### src/hw/rtl/flc_pkg.sv
// ----------------------------------------------------------------------------
// flc_pkg
// shared constants, register indexes, controller states and the command and
// status bundles of the frame lag correlator
// ----------------------------------------------------------------------------
`default_nettype none

package flc_pkg;

  localparam int MAX_WINDOW    = 16;
  localparam int MAX_FRAME_LEN = 1024;
  localparam int SAMPLE_BITS   = 16;

  localparam int SLOT_W     = $clog2(MAX_WINDOW);
  localparam int POS_W      = $clog2(MAX_FRAME_LEN);
  localparam int ADDR_W     = SLOT_W + POS_W;
  localparam int FS_W       = $clog2(MAX_WINDOW + 1);
  localparam int LEN_W      = 11;
  localparam int LAG_W      = 4;
  localparam int SUM_W      = 42;
  localparam int PROD_W     = 2 * SAMPLE_BITS;
  localparam int CFG_ADDR_W = 2;
  localparam int CFG_DATA_W = 11;
  localparam int IN_DATA_W  = ((SAMPLE_BITS + 7) / 8) * 8;
  localparam int OUT_DATA_W = ((SUM_W + LAG_W + 7) / 8) * 8;

  localparam logic [CFG_ADDR_W-1:0] REG_FRAME_LENGTH = 2'd0;
  localparam logic [CFG_ADDR_W-1:0] REG_LOOK_BACK    = 2'd1;
  localparam logic [CFG_ADDR_W-1:0] REG_LOOK_AHEAD   = 2'd2;

  localparam logic [LEN_W-1:0] FRAME_LENGTH_RST = 11'd256;
  localparam logic [LAG_W-1:0] LOOK_BACK_RST    = 4'd1;
  localparam logic [LAG_W-1:0] LOOK_AHEAD_RST   = 4'd0;

  typedef enum logic [2:0] {
    ST_IDLE,
    ST_RD_BASE,
    ST_BASE_WAIT,
    ST_LAG_ISSUE,
    ST_DRAIN,
    ST_DECIDE,
    ST_EMIT,
    ST_FINISH
  } flc_state_t;

  typedef struct packed {
    logic              write;
    logic              rd_base;
    logic              latch_base;
    logic              rd_lag;
    logic              load_out;
    logic              step_pos;
    logic              finish_frame;
    logic [SLOT_W-1:0] idx;
  } flc_cmd_t;

  typedef struct packed {
    logic              accum_en;
    logic              frame_end;
    logic              emit_en;
    logic              pipe_busy;
    logic              out_free;
    logic [SLOT_W-1:0] wm1;
  } flc_status_t;

endpackage

`default_nettype wire

### src/hw/rtl/flc_ctrl.sv
// ----------------------------------------------------------------------------
// flc_ctrl
// sequencer: takes a sample, walks the lag reads, drains the mac pipe and
// hands out at most one run of correlations per frame
// ----------------------------------------------------------------------------
`default_nettype none

module flc_ctrl (
  input  wire logic                 clk,
  input  wire logic                 rst_n,
  input  wire logic                 in_tvalid,
  output logic                      in_tready,
  input  wire flc_pkg::flc_status_t status,
  output flc_pkg::flc_cmd_t         cmd
);

  flc_pkg::flc_state_t             state_r, state_nxt;
  logic [flc_pkg::SLOT_W-1:0]      idx_r, idx_nxt;

  always_comb begin
    state_nxt = state_r;
    idx_nxt   = idx_r;
    unique case (state_r)
      flc_pkg::ST_IDLE: begin
        if (in_tvalid) begin
          state_nxt = status.accum_en ? flc_pkg::ST_RD_BASE : flc_pkg::ST_DECIDE;
        end
      end
      flc_pkg::ST_RD_BASE: begin
        state_nxt = flc_pkg::ST_BASE_WAIT;
      end
      flc_pkg::ST_BASE_WAIT: begin
        idx_nxt   = '0;
        state_nxt = flc_pkg::ST_LAG_ISSUE;
      end
      flc_pkg::ST_LAG_ISSUE: begin
        idx_nxt = idx_r + 1'b1;
        if (idx_r == status.wm1) begin
          state_nxt = flc_pkg::ST_DRAIN;
        end
      end
      flc_pkg::ST_DRAIN: begin
        if (!status.pipe_busy) begin
          state_nxt = flc_pkg::ST_DECIDE;
        end
      end
      flc_pkg::ST_DECIDE: begin
        idx_nxt = '0;
        if (!status.frame_end) begin
          state_nxt = flc_pkg::ST_IDLE;
        end else if (status.emit_en) begin
          state_nxt = flc_pkg::ST_EMIT;
        end else begin
          state_nxt = flc_pkg::ST_FINISH;
        end
      end
      flc_pkg::ST_EMIT: begin
        if (status.out_free) begin
          idx_nxt = idx_r + 1'b1;
          if (idx_r == status.wm1) begin
            state_nxt = flc_pkg::ST_FINISH;
          end
        end
      end
      flc_pkg::ST_FINISH: begin
        state_nxt = flc_pkg::ST_IDLE;
      end
      default: begin
        state_nxt = flc_pkg::ST_IDLE;
      end
    endcase
  end

  always_comb begin
    cmd       = '0;
    cmd.idx   = idx_r;
    in_tready = 1'b0;
    unique case (state_r)
      flc_pkg::ST_IDLE: begin
        in_tready = 1'b1;
        cmd.write = in_tvalid;
      end
      flc_pkg::ST_RD_BASE:   cmd.rd_base    = 1'b1;
      flc_pkg::ST_BASE_WAIT: cmd.latch_base = 1'b1;
      flc_pkg::ST_LAG_ISSUE: cmd.rd_lag     = 1'b1;
      flc_pkg::ST_DRAIN: begin
      end
      flc_pkg::ST_DECIDE:    cmd.step_pos   = !status.frame_end;
      flc_pkg::ST_EMIT:      cmd.load_out   = status.out_free;
      flc_pkg::ST_FINISH:    cmd.finish_frame = 1'b1;
      default: begin
      end
    endcase
  end

  always_ff @(posedge clk) begin
    if (!rst_n) begin
      state_r <= flc_pkg::ST_IDLE;
      idx_r   <= '0;
    end else begin
      state_r <= state_nxt;
      idx_r   <= idx_nxt;
    end
  end

endmodule

`default_nettype wire

### config.mk
export PLATFORM = sky130hd
export DESIGN_NAME = flc_ctrl
export DESIGN_NICKNAME = d
export VERILOG_FILES = /design/src/hw/rtl/flc_pkg.sv /design/src/hw/rtl/flc_ctrl.sv
export SDC_FILE = /design/constraint.sdc
export NUM_CORES = 1
export LEC_CHECK = 0
export BUFFER_PORTS_ARGS = -buffer_cell sky130_fd_sc_hd__buf_2
export CAP_MARGIN = 20
export CORE_UTILIZATION = 42
export DETAILED_ROUTE_END_ITERATION = 12
export PLACE_DENSITY = 0.71
export SYNTH_ARGS = -nofsm -noshare
export SYNTH_HDL_FRONTEND = slang
export SYNTH_SLANG_ARGS = --single-unit
export TNS_END_PERCENT = 20
### constraint.sdc
create_clock -name clk -period 1.4 [get_ports clk]
set_input_delay 0.07 -clock clk [delete_from_list [all_inputs] [get_ports clk]]
set_output_delay 0.07 -clock clk [all_outputs]
set_load 0.02 [all_outputs]
==> results of run 1 <==
-- cell type report --
class                   instances  area, sq um  area share (%)
flip-flops and latches          7          149            16.4
clock buffers                   4         26.3            2.89
well taps                      15         18.8            2.06
multi-input cells              61          487            53.5
repair buffers                 35          218            23.9
inverters                       3         11.3            1.24
-- metal layers --
metal	global-route usage, %	share of wire, %	up-vias
met3	8.15	3.7	0
met5	0	0	-
met4	0	0	0
li1	-	-	349
met2	28.1	48	14
met1	28.3	48	329
-- cell families (layout without fill, tap and decap cells) --
group / count (synthesis) / after routing / synth area share (%)
xor gates and xnor gates: 5 / 5 / 6.78
and+or+nand+nor: 32 / 32 / 32.6
buffers and inverters: 9 / 42 / 8.91
adders and majority gates: 1 / 1 / 1.94
muxes: 1 / 1 / 1.74
DFF: 7 / 7 / 21.7
AOI/OAI and AO/OA: 22 / 22 / 26.4
-- through the flow --
step           power, W  instance area (sq um)
2_1_floorplan  0.000796                    651
3_3_place_gp   0.000923                    806
3_5_place_dp   0.000933                    806
4_1_cts         0.00114                    841
5_1_grt         0.00130                    910
6_report        0.00122                    910
-- power groups by stage --
stage	registers, W	clock network (W)	logic [W]
after CTS	0.000317	0.000193	0.000632
after floorplan	0.000260	0	0.000536
final	0.000324	0.000189	0.000705
after detailed placement	0.000313	0	0.000620
after global placement	0.000310	0	0.000613
after global routing	0.000332	0.000211	0.000760
-- layout by cell type, fill, tap and decap left out, drive strengths merged, types with 3 or more instances in the layout --
| cell | instances |
|---|---|
| xor2 | 4 |
| buf | 35 |
| o21ai | 4 |
| nand3 | 3 |
| nor2 | 5 |
| nor3 | 3 |
| dfxtp | 7 |
| clkbuf | 4 |
| a21oi | 3 |
| nand2 | 7 |
| inv | 3 |
-- sequential cells by signal (all words and copies together), names as in the netlist --
signal and flops:
idx_r 4, state_r 3
-- path summary, 6_finish.rpt --
check               end  slack (ns)  depth (start not counted)
max          state_r[0]       -0.02                          6
min          state_r[0]        0.12                          2
max reg2reg  state_r[0]       -0.02                          6
min reg2reg    idx_r[1]        0.52                          2
-- worst reg2reg max path: stages (launching register included) --
cell,delay (ns)
dfxtp_2,0.33
buf_6,0.11
xor2_2,0.14
nor4_2,0.34
buf_4,0.18
buf_4,0.11
o2111a_1,0.15
-- what timing repair did --
| action | 4_1_cts | 5_1_grt |
|---|---|---|
| endpoints found under the setup margin | 3 | 5 |
| resized for setup | 5 | 12 |
| pin swaps | 0 | 4 |
| setup buffers | 0 | 3 |
| hold buffers | 0 | 0 |
==> flow_summary.ini, run 1 <==
[outcome]
status = finished with violations
violations = setup timing

[synthesis]
synthesis.area_sq_um = 646
yosys.cell_types.count = 39
synth_commonest_cells = dfxtp_1, nand2_1, nor2_1, xor2_1
synth_seq_cells = 7
synth_warnings = 0
synthTopCellsByArea = dfxtp_1, nand3b_4, xor2_1
synth_edf_count = 0
synth.avg_cell_area_sq_um = 8.38
syn_nets = 90
synth_top_area_share_pct = 21.7
yosysSeqAreaShare_pct = 21.7
synth_area_leader_cell = dfxtp_1
synth_flop_cell = dfxtp_1
postSynthCellCount = 77
ys_async_sr_fraction_pct = 0

[critical_path]
critical_path_buf_inv_count = 3
rr_startpoint = idx_r[0]
path_cells = buf_6 > xor2_2 > nor4_2 > buf_4 > buf_4 > o2111a_1
cpMostUsedCell = buf_4
cpMaxStageDelayCell = nor4_2
crit_start = idx_r[0]
slowest_delay_ns = 0.34
arrival_ns = 1.62
cp-start-kind = flop
cp-end-kind = flop
path_delay_family = buffers and inverters
cp_max_fo = 2
critPathRequiredTime_ns = 1.60
path_class = flop to flop

[sta]
layout_setup_ws_ns = -0.0245
post-route-period-util_pct = 102
max_freq_ghz = 0.702
fin_skew_ns = 0.00586
tightest_slew_ns = 0.376
setup_viol = 2
maxSlewViolCount = 0
setup_tns_ns = -0.0361
relSlewSlack_pct = 74.6
hold_viol_final = 0
period_minus_slack_ns = 1.42
timing.hold.ws_ns = 0.124
rsz0062_at_grt = true

[power]
power_density_nw_per_um2 = 1340
p_comb_share_pct = 57.9
p_leak_nw = 0.431
switchingPower_w = 0.000529
sw_frac_of_total_pct = 43.5
power_frac_seq_pct = 26.6
p_clk_share_pct = 15.5
internal_power_w = 0.000689
ir_drop_mv = 0.953

[grt]
track_usage_pct = 19.5
grt_max_degree = 10
grt-ovfl-total = 0
antenna_found_initial = 0
grt_pass1_vias = 505
grt_pass1_wl_mm = 2.17

[clock_network]
cts_tree = built
cts-root-buf = clkbuf_4
max-clock-path-buffers = 2
insertion_delay_ns = 0.25
h-tree-depth = 1
clock-sinks = 7
cts_buffers = 3
path_clk_slew_ns = 0.06

[placement]
gp_congestion = 0.885
port-buffer-count = 23
hpwl_mm = 1.14
dp.cells = 118
place_ws_ns = 0.0126

[die]
start_util_pct = 47.3
die_w_microns = 41.2
io_pins = 24
std_cell_rows = 13
die_area_sq_um = 1700
die_height_microns = 41.2
coreArea_sq_um = 1370

[routing]
routedWlPerCell_microns = 12.9
drtPass1Iterations = 4
wl_mm = 1.61
num_vias = 692
drt_first_iter_violations = 9
via_per_inst = 5.54
drc = 0
ant_nets = 0

[min_path]
min_from = rst_n
min_path_type = input port to flop

[finish]
diodes = 0
area_growth_pct = 40.9
n_fill_cell = 125
nets = 124
drive_gt1_share_pct = 50.9
finalNonFillerCells = 125
finish.utilization_pct = 66.6

[run]
maxCapViolations = 0
Power figures use the tool's default switching activity.
==> inputs of run 2 (changes only) <==
Settings changed: ABC_AREA from default to 1, CORE_UTILIZATION 42 to 41, PLACE_DENSITY 0.71 to 0.7.
==> flow_summary.ini, run 2 <==
[power]
ir_drop_mv = 1.15
switchingPower_w = 0.000678
power_density_nw_per_um2 = 1760
power_frac_seq_pct = 25.6
p_comb_share_pct = 60.7
sw_frac_of_total_pct = 50.0
internal_power_w = 0.000679
p_clk_share_pct = 13.7
p_leak_nw = 0.453

[grt]
grt_max_degree = 8
grt_pass1_vias = 499
antenna_found_initial = 0
grt-ovfl-total = 0
track_usage_pct = 18.4
grt_pass1_wl_mm = 1.94

[finish]
largest_reg_flops = 4
mostFrequentLayoutCells = nand2_1, buf_2, inv_1
area_growth_pct = 30.6
regMostFlops = idx_r
drive_gt1_share_pct = 31.1
final_common_cell = nand2_1
nets = 146
diodes = 0
n_fill_cell = 131
reg_top3 = idx_r x4, state_r x3

[critical_path]
cp_max_fo = 4
cp-end-kind = output port
cp-start-kind = flop
reg2reg_to = idx_r[0]
path_class = flop to output port
rr_startpoint = state_r[2]
arrival_ns = 1.23
ff2ff_path_depth = 7
r2r_slack_ns = 0.12
critPathRequiredTime_ns = 1.33

[placement]
place_ws_ns = 0.0344
gp_congestion = 0.864
port-buffer-count = 23
hpwl_mm = 1.07

[min_path]
holdPathStages = 3
whs_endpoint = state_r[2]
min_from = rst_n
min_path_type = input port to flop

[die]
std_cell_rows = 13
die_w_microns = 39.9
coreArea_sq_um = 1320
io_pins = 24
die_height_microns = 39.9
die_area_sq_um = 1590
start_util_pct = 44.7

[sta]
hold_viol_final = 0
period_minus_slack_ns = 1.30
relSlewSlack_pct = 84.4
layout_setup_ws_ns = 0.0951
fin_skew_ns = 0.00809
tightest_slew_ns = 0.233
setup_viol = 0
maxSlewViolCount = 0
max_freq_ghz = 0.766
rsz0062_at_grt = false
post-route-period-util_pct = 93.2
setup_tns_ns = 0

[synthesis]
ys_async_sr_fraction_pct = 0
yosys.cell_types.count = 19
synth_top_area_share_pct = 23.8
syn_nets = 116
synth_commonest_cells = nand2_1, inv_1, nor2_1, dfxtp_1, nand3_1
synthesis.area_sq_um = 589
postSynthCellCount = 103
synth.avg_cell_area_sq_um = 5.72
synth.most_common_cell = nand2_1
synth_warnings = 0
synthTopCellsByArea = dfxtp_1, nand2_1, inv_1
synth_flop_cell = dfxtp_1
synth_edf_count = 0
synth_seq_cells = 7
synth_area_leader_cell = dfxtp_1
yosysSeqAreaShare_pct = 23.8

[routing]
routedWlPerCell_microns = 9.38
num_vias = 703
drt_first_iter_violations = 21
via_per_inst = 4.78
wl_mm = 1.38
drtPass1Iterations = 4
ant_nets = 0
drc = 0

[clock_network]
post_cts_buffers = 0
cts_tree = built
cts_buffers = 3
h-tree-depth = 1
insertion_delay_ns = 0.26
path_clk_slew_ns = 0.06
cts.repair.resized = 0
cts-root-buf = clkbuf_4
hold_buffers = 0
max-clock-path-buffers = 2
clock-sinks = 7

[run]
maxCapViolations = 0

[outcome]
status = finished, final reports clean
[run 2: changes by cell type after synthesis, moves of 3 or more]
| cell | change |
|---|---|
| nor2_2 | +3 |
| nand3_1 | +3 |
| nor2_1 | +11 |
| inv_1 | +16 |
| nand4_1 | +4 |
| nand2_1 | +22 |
[run 2: per-stage QoR]
stage / utilization [%] / instance area [sq um] / hold slack (ns) / power, W / instances
6_report: 58.4 / 769 / 0.0758 / 0.00136 / 147
5_1_grt: 58.4 / 769 / 0.0953 / 0.00148 / 147
4_1_cts: 57.7 / 761 / 0.0830 / 0.00133 / 147
3_5_place_dp: 55.7 / 734 / 0.354 / 0.00114 / 143
3_3_place_gp: 55.7 / 734 / 0.348 / 0.00114 / 143
2_1_floorplan: - / 589 / 0.190 / 0.000931 / 103
[run 2: cell families after synthesis]
| group | synth area share (%) |
|---|---|
| fa+ha+maj | 2.12 |
| buf+inv | 15.1 |
| simple gates | 48.2 |
| xor+xnor | 2.97 |
| compound gates | 7.85 |
| flops | 23.8 |
[run 2: area by class of cell]
class / instances / area [sq um] / share of cell area [%]
well taps: 15 / 18.8 / 2.44
multi-input cells: 75 / 365 / 47.5
inverters: 20 / 77.6 / 10.1
flip-flops and latches: 7 / 144 / 18.7
repair buffers: 26 / 138 / 17.9
clock buffers: 4 / 26.3 / 3.41
[run 2: how the worst max path moves through the flow]
stage	startpoint	slack, ns	to	depth (start not counted)
floorplan	state_r[0]	0.15	idx_r[1]	8
global placement	state_r[2]	0.06	state_r[0]	5
detailed placement	state_r[2]	0.03	idx_r[0]	7
CTS	state_r[2]	0.009	idx_r[0]	7
global route	state_r[1]	0.009	in_tready	5
finish	state_r[1]	0.1	in_tready	5
[run 2: metal layers]
metal  share of wire, %  global-route usage (%)
met5                  0                       0
met4               0.58                    6.03
met3                6.2                    6.82
met2                 45                    27.0
met1                 48                    24.2
[run 2: power groups by stage]
stage,registers [W],logic [W],clock network [W]
floorplan,0.000323,0.000608,0
global placement,0.000338,0.000801,0
detailed placement,0.000339,0.000802,0
CTS,0.000335,0.000807,0.000192
global route,0.000354,0.000918,0.000203
finish,0.000347,0.000824,0.000186
[run 2: critical path: stages, from the launching register on]
cell	delay [ns]
dfxtp_2	0.33
inv_1	0.10
nand2_1	0.09
buf_4	0.15
nor2_1	0.12
buf_2	0.18
==> inputs of run 3 (changes only) <==
Settings changed: PLACE_DENSITY 0.7 to 0.68.
==> flow_summary.ini, run 3 (synthesis gave the netlist of run 2 again) <==
[clock_network]
max-clock-path-buffers = 2
cts_buffers = 3
h-tree-depth = 1
insertion_delay_ns = 0.25
cts_tree = built
cts-root-buf = clkbuf_4
hold_buffers = 0
path_clk_slew_ns = 0.06
clock-sinks = 7

[finish]
final_common_cell = nand2_1
diodes = 0
largest_reg_flops = 4
nets = 145
seqCellArea_sq_um = 143
n_fill_cell = 138
multiInputGateArea_sq_um = 370
mostFrequentLayoutCells = nand2_1, buf_2, inv_1
regMostFlops = idx_r
finalNonFillerCells = 146
reg_top3 = idx_r x4, state_r x3
area_growth_pct = 30.4
drive_gt1_share_pct = 31.3

[placement]
hpwl_mm = 1.10
gp_congestion = 0.830
port-buffer-count = 23
dp.cells = 142

[routing]
drt_first_iter_violations = 14
ant_nets = 0
drc = 0
drtPass1Iterations = 4
routedWlPerCell_microns = 9.82
num_vias = 694
via_per_inst = 4.75
wl_mm = 1.43

[critical_path]
critPathRequiredTime_ns = 1.33
cp-end-kind = output port
reg2reg_to = idx_r[3]
ff2ff_path_depth = 8
r2r_slack_ns = 0.11
path_class = flop to output port
cp_max_fo = 5
rr_startpoint = state_r[0]
cp-start-kind = flop
arrival_ns = 1.26

[sta]
period_minus_slack_ns = 1.33
post-route-period-util_pct = 94.9
max_freq_ghz = 0.752
fin_skew_ns = 0.00822
maxSlewViolCount = 0
setup_viol = 0
relSlewSlack_pct = 84.4
hold_viol_final = 0
timing.hold.ws_ns = 0.0928
tightest_slew_ns = 0.233

[grt]
track_usage_pct = 18.9
grt_use_met1_pct = 26.9
grt_pass1_wl_mm = 2.06
grt-busiest-layer = met2
antenna_found_initial = 0
grt_pass1_vias = 516
met3_usage_pct = 1.70
grt_max_degree = 8
use_met2_pct = 28.6
grt-ovfl-total = 0

[min_path]
whs_endpoint = idx_r[1]
holdPathStages = 3
min_from = rst_n
min_path_type = input port to flop

[run]
maxCapViolations = 0

[die]
std_cell_rows = 13
die_area_sq_um = 1590
die_w_microns = 39.9
start_util_pct = 44.7
io_pins = 24
die_height_microns = 39.9
coreArea_sq_um = 1320

[outcome]
status = finished, final reports clean

[power]
p_leak_nw = 0.450
ir_drop_mv = 1.10
power_density_nw_per_um2 = 1770
-- run 3: cell types whose count changed in the layout (fill, tap and decap cells not counted) --
cell     delta
inv_2       +1
buf_2       -1
dfxtp_1     +1
nor3_2      +1
nor3_1      -1
dfxtp_2     -1
inv_1       -1
-- run 3: critical path, stage by stage, from the launching register on --
cell and delay, ns:
dfxtp_1 0.36, inv_2 0.12, nand2_1 0.09, buf_4 0.15, nor2_1 0.11, buf_2 0.18
-- run 3: layout make-up --
cell class,count,share of cell area [%]
tap,15,2.44
clock buffer,4,3.42
sequential,7,18.6
multi-input combinational,75,48.2
inverter,20,10.1
timing repair buffer,25,17.3
-- run 3: through the flow --
step | setup TNS, ns | instance area (sq um) | util, % | setup WS, ns | total power [W]
2_1_floorplan | 0 | 589 | - | 0.154 | 0.000931
3_3_place_gp | 0 | 727 | 55.2 | 0.0488 | 0.00113
3_5_place_dp | 0 | 727 | 55.2 | 0.0415 | 0.00114
4_1_cts | 0 | 753 | 57.2 | 0.0409 | 0.00133
5_1_grt | -0.0308 | 768 | 58.3 | -0.00989 | 0.00150
6_report | 0 | 768 | 58.3 | 0.0708 | 0.00136
-- run 3: worst max path at each step --
stage / startpoint / to / slack [ns] / cells past startpoint
6_report: state_r[0] / in_tready / 0.07 / 5
5_1_grt: state_r[0] / in_tready / -0.01 / 5
4_1_cts: state_r[2] / idx_r[3] / 0.04 / 6
3_5_place_dp: state_r[2] / idx_r[0] / 0.04 / 7
3_3_place_gp: state_r[2] / state_r[0] / 0.05 / 5
2_1_floorplan: state_r[0] / idx_r[1] / 0.15 / 8
-- run 3: report_power, final --
group          internal, W  total (W)  switching, W  leakage [nW]
clock             0.000109   0.000181     0.0000727        0.0150
sequential        0.000256   0.000345     0.0000892        0.0584
combinational     0.000312   0.000834      0.000522         0.377
-- run 3: per-layer routing --
metal | part of all wire (%) | wire length [microns]
met1 | 50 | 720
met2 | 44 | 636
met3 | 4.0 | 58
met4 | 1.3 | 19
met5 | 0 | 0
-- run 3: repair_timing --
action	CTS	global route
endpoints found under the setup margin	0	8
gates resized for setup	0	6
setup buffers	0	0
endpoints found under the hold margin	0	0
